## src/design/weighted_row_mix_normalizer_unit_assert.svh

```systemverilog
// assertion macros for the weighted row mix normalizer
// expects clk and arst_n in the scope where they are used
`ifndef WEIGHTED_ROW_MIX_NORMALIZER_UNIT_ASSERT_SVH
`define WEIGHTED_ROW_MIX_NORMALIZER_UNIT_ASSERT_SVH
// same-cycle implication
`define WRMN_ASSERT_NOW(lbl, ante, cons, msg) \
lbl: assert property (@(posedge clk) disable iff (!arst_n) (ante) |-> (cons)) else $error(msg);
// next-cycle implication
`define WRMN_ASSERT_NEXT(lbl, ante, cons, msg) \
lbl: assert property (@(posedge clk) disable iff (!arst_n) (ante) |=> (cons)) else $error(msg);
`endif

```

## src/design/wrmn_pkg.sv

```systemverilog
// shared constants, types and helpers of the weighted row mix normalizer
// no dependencies
`timescale 1ns / 1ps
`default_nettype none
package wrmn_pkg;
	localparam int COLUMNS       = 8;
	localparam int ROWS          = 1024;
	localparam int FRACTION_BITS = 15;
	localparam int COL_W   = $clog2(COLUMNS);
	localparam int ROW_W   = $clog2(ROWS);
	localparam int ADDR_W  = ROW_W + COL_W;
	localparam int DEPTH   = ROWS * COLUMNS;
	localparam int PROD_W  = 48;
	localparam int SUM_W   = PROD_W + 1;
	localparam int TOT_W   = SUM_W + COL_W;
	localparam int QW      = FRACTION_BITS + 1;
	localparam int T2_W    = QW + COL_W;
	localparam int STEPS   = FRACTION_BITS + 1;
	localparam int STEP_W  = $clog2(STEPS);
	localparam logic [15:0] FLOOR_RESET = 16'd655;

	localparam logic [1:0] MODE_WRITE = 2'd0;
	localparam logic [1:0] MODE_READ  = 2'd1;
	localparam logic [1:0] MODE_MIX   = 2'd2;
	localparam logic [1:0] MODE_RSVD  = 2'd3;

	typedef enum logic [3:0] {
		ST_IDLE, ST_RD, ST_MT, ST_MS, ST_MM, ST_MA,
		ST_P1R, ST_P1S, ST_P1W, ST_P2S, ST_P2W, ST_EM
	} st_t;

	typedef struct packed {
		logic             start;
		logic [TOT_W-1:0] num;
		logic [TOT_W-1:0] den;
	} div_req_t;

	typedef struct packed {
		logic          busy;
		logic          done;
		logic [QW-1:0] q;
	} div_rsp_t;

	function automatic logic [ADDR_W-1:0] entry_addr(input logic [9:0] row,
		input logic [COL_W-1:0] col);
		entry_addr = {ROW_W'(row), col};
	endfunction

	function automatic logic [15:0] frac_sat(input logic [QW-1:0] v);
		frac_sat = (32'(v) > 32'd65535) ? 16'hFFFF : 16'(v);
	endfunction
endpackage
`default_nettype wire

```

## src/design/wrmn_div.sv

```systemverilog
// serial restoring divider giving floor(num * 2^FB / den) for num <= den
// one quotient bit per cycle; uses wrmn_pkg
`timescale 1ns / 1ps
`default_nettype none
module wrmn_div (
	input  wire logic               clk,
	input  wire logic               arst_n,
	input  wire wrmn_pkg::div_req_t req,
	output wrmn_pkg::div_rsp_t      rsp
);
	logic                          busy_q;
	logic [wrmn_pkg::STEP_W-1:0]   cnt_q;
	logic [wrmn_pkg::TOT_W:0]      r_q;
	logic [wrmn_pkg::TOT_W-1:0]    den_q;
	logic [wrmn_pkg::QW-1:0]       q_q;
	logic [wrmn_pkg::TOT_W:0]      rs;
	logic                          ge;
	logic [wrmn_pkg::QW-1:0]       q_nx;
	logic                          last_step;

	// one shift, compare and subtract step
	always_comb begin
		rs        = (cnt_q == '0) ? r_q : {r_q[wrmn_pkg::TOT_W-1:0], 1'b0};
		ge        = rs >= {1'b0, den_q};
		q_nx      = {q_q[wrmn_pkg::QW-2:0], ge};
		last_step = cnt_q == wrmn_pkg::STEP_W'(wrmn_pkg::STEPS - 1);
		rsp.busy  = busy_q;
		rsp.done  = busy_q && last_step;
		rsp.q     = q_nx;
	end

	always_ff @(posedge clk or negedge arst_n) begin
		if (!arst_n) begin
			busy_q <= 1'b0;
			cnt_q  <= '0;
		end else if (req.start) begin
			busy_q <= 1'b1;
			cnt_q  <= '0;
		end else if (busy_q) begin
			busy_q <= !last_step;
			cnt_q  <= cnt_q + 1'b1;
		end
	end

	always_ff @(posedge clk) begin
		if (req.start) begin
			r_q   <= {1'b0, req.num};
			den_q <= req.den;
			q_q   <= '0;
		end else if (busy_q) begin
			r_q <= ge ? (rs - {1'b0, den_q}) : rs;
			q_q <= q_nx;
		end
	end
endmodule
`default_nettype wire

```

## config.mk

```make
export PLATFORM = sky130hd
export DESIGN_NAME = wrmn_div
export DESIGN_NICKNAME = d
export VERILOG_FILES = /design/src/design/weighted_row_mix_normalizer_unit_assert.svh /design/src/design/wrmn_pkg.sv /design/src/design/wrmn_div.sv
export SDC_FILE = /design/constraint.sdc
export NUM_CORES = 1
export LEC_CHECK = 0
export ABC_AREA = 1
export BUFFER_PORTS_ARGS = -buffer_cell sky130_fd_sc_hd__buf_2
export CAP_MARGIN = 20
export CORE_MARGIN = 4
export CORE_UTILIZATION = 50
export CTS_CLUSTER_SIZE = 10
export DETAILED_ROUTE_END_ITERATION = 6
export PLACE_DENSITY = 0.73
export SETUP_SLACK_MARGIN = 0.2
export SYNTH_ARGS = -nofsm -noshare
export SYNTH_HDL_FRONTEND = slang
export SYNTH_SLANG_ARGS = --single-unit
```

## constraint.sdc

```tcl
create_clock -name clk -period 3.4 [get_ports clk]
set_input_delay 0.34 -clock clk [delete_from_list [all_inputs] [get_ports clk]]
set_output_delay 0.34 -clock clk [all_outputs]
set_load 0.02 [all_outputs]
```

==> impl_metrics.toml <==
[timing]
finalSetupTns_ps = -101
period_share_pct = 102
setup_slack_ps = -62.6
fin_crit_ps = 3460
skew_ps = 25.7
worst_slew_pin_slew_ps = 769
drv_slew = 0
rsz0062_at_grt = "yes"
setup_viol = 2
slew_headroom_pct = 48.7
hold_viol_final = 0
fmax_mhz = 289

[cells_and_area]
drive_gt1_share_pct = 24.4
syn2layout_area_growth_pct = 32.9
fill_cells = 1865
layout_commonest_cell = "nand2_1"
finish.instance_area_um2 = 14600
final_cell_mix = "nand2_1 (588), inv_1 (389), buf_2 (122), nor2_1 (107), buf_4 (105)"
diodes = 0
instances_no_fill = 2273
nets = 2147

[detailed_routing]
drt_iter0_drc = 916
finalWirelength_um = 38200
viasPerCell = 5.14
via_count = 11700
wl_per_cell_um = 16.8
drc = 0
dr.pass1.iters = 5
drtAntennaViolNets = 0

[floorplan]
start_util_pct = 51.4
rows = 53
die_area_um2 = 24300
pin_count = 125
die_y_um = 156
coreArea_um2 = 21300
fp.dieW_um = 156

[placed_design]
dp_hpwl_um = 27100
dp_slack_ps = -82.9
place_area_um2 = 12100
gp_congestion = 0.933
place_inst = 2157
port-buffer-count = 124

[flow_run]
cap_violations = 0

[synthesis]
synth_top_family_by_area = "simple AND/OR/NAND/NOR gates"
synth_area_um2 = 10900
synth.distinct_cells = 35
synth_nets = 1920
synth_cells = 1758
synth_compound_area_share_pct = 6.00
synth-xor-area-share_pct = 2.08
postSynthAreaPerCell_um2 = 6.23
ys_seq_area_share_pct = 32.6
synth_warnings = 0
muxShareOfSynthArea_pct = 0
synthSimpleGateAreaFrac_pct = 36.6
yosys_register_bits = 125
synthAdderAreaFrac_pct = 6.36

[clock_tree]
clockRootBuffer = "clkbuf_16"
cts_buffer_depth = 2
clock_latency_ps = 440
clock_sinks = 125
htreeDepth = 4
cts_tree = "done"
clk_pin_slew_ps = 80
numCtsBuffers = 17

[power_and_ir_drop]
p_leak_nw = 7.84
ir_drop_v = 0.000455
power_mw = 13.1
p_per_area_nw_per_um2 = 903

[critical_path]
reg2reg_slack_ps = -40
worstPathArrival_ps = 3120
worstSetupStartpointType = "flop"
path_class = "reg -> out"
reg2reg_to = "r_q[34]$_DFFE_PP_"
worstRegToRegCells = 23
crit_fanout = 8
reg2reg_from = "cnt_q[0]$_DFFE_PN0P_"
endpoint_kind = "output port"
worstPathRequired_ps = 3060
crit_path_start = "cnt_q[0]$_DFFE_PN0P_"

[grt]
grt-ovfl-total = 0
grt_antenna_before_repair = 0
grt_pass1_wl_um = 57400
track_usage_pct = 30.1
grt_max_degree = 68
grt_pass1_vias = 11000

[hold_path]
hold_path_class = "in -> reg"
min_path_cells = 1
hp-start = "req[43]"
min_to = "den_q[43]$_DFFE_PP_"

[status]
status = "finished, violations left"
violations = "negative setup slack"
how the worst max path moves through the flow:
stage,depth (start not counted),slack [ps],to
after global placement,19,-30,r_q[50]$_DFFE_PP_
after global routing,16,-150,rsp[0]
after CTS,20,-2,rsp[0]
after detailed placement,19,-80,r_q[26]$_DFFE_PP_
final,19,-60,rsp[0]
after floorplan,18,240,rsp[0]
routing by layer:
layer  track usage (%)  routed length, um  up-vias  share of wire [%]
met4              6.42                869        0                2.3
met1              42.1              17000     5281                 45
met3              5.60               2960       69                7.8
met5                 0                  0        -                  0
met2              48.8              17300      485                 45
li1                  -                  -     5841                  -
flip-flops by register name (all words and copies together) (netlist names):
register and count:
busy_q 1, r_q 53, den_q 52, q_q 15, cnt_q 4
layout make-up:
class                      instances  area (um2)  share of cell area, %
multi-input combinational       1179        6590                   45.3
clock buffer                      18         439                   3.02
inverter                         409        1540                   10.6
sequential                       125        3570                   24.5
clock inverter                    14         170                   1.17
tap                              275         344                   2.36
timing repair buffer             253        1910                   13.1
metrics by stage:
stage | util [%] | hold slack (ps)
floorplan | - | 44.4
global placement | 56.9 | 156
detailed placement | 56.9 | 162
CTS | 63.5 | 61.2
global route | 68.4 | 64.4
finish | 68.4 | 64.4
logic make-up after synthesis:
group | count (synthesis)
xor+xnor | 26
compound gates | 125
buf+inv | 455
fa+ha+maj | 55
flops | 125
simple gates | 972
power by group:
group	switching (mW)	leakage, nW	internal, mW	total [mW]
Clock	0.830	0.295	1.13	1.96
Sequential	0.207	1.26	2.15	2.36
Combinational	5.28	6.28	3.55	8.83
synth_stat cells:
library cell | number | area (um2)
a21o_1 | 1 | 7.51
a21oi_1 | 39 | 195
a41oi_1 | 1 | 8.76
and2_1 | 3 | 18.8
buf_1 | 3 | 11.3
buf_12 | 1 | 20.0
buf_2 | 4 | 20.0
buf_4 | 5 | 37.5
buf_6 | 4 | 45.0
buf_8 | 1 | 15.0
clkbuf_1 | 28 | 105
dfrtp_1 | 5 | 125
dfxtp_1 | 16 | 320
edfxtp_1 | 104 | 3120
fa_1 | 1 | 20.0
ha_1 | 54 | 676
inv_1 | 397 | 1490
inv_2 | 12 | 45.0
nand2_1 | 656 | 2460
nand2_2 | 6 | 37.5
nand3_1 | 103 | 515
nand3_2 | 1 | 10.0
nand3b_1 | 7 | 52.6
nand4_1 | 47 | 294
nand4_2 | 1 | 12.5
nor2_1 | 132 | 495
nor2_2 | 9 | 56.3
nor2_4 | 2 | 22.5
nor3_1 | 4 | 20.0
nor3_2 | 1 | 10.0
o21ai_0 | 68 | 340
o21bai_1 | 4 | 30.0
o22ai_1 | 12 | 75.1
xnor2_1 | 25 | 219
xor2_1 | 1 | 8.76
critical path, cell delays in order, from the launching register on:
cell,delay (ps)
dfrtp_1,410
inv_2,100
ha_4,190
nand2_8,110
buf_12,170
buf_16,160
o21ai_4,180
ha_4,240
nand2_4,90
nor2_4,50
buf_4,120
buf_4,130
nand2_1,60
nand2_1,60
inv_1,70
nand2_2,60
nand2_2,80
nand4_4,120
buf_6,150
buf_6,120
what timing repair did:
item | CTS | global route
endpoints found under the setup margin | 54 | 54
hold buffers | 1 | 0
buffers inserted | 41 | 32
pin swaps | 48 | 84
endpoints found under the hold margin | 5 | 0
gates cloned | 5 | 5
gates resized for setup | 123 | 148
(Power assumes the default switching activity.)
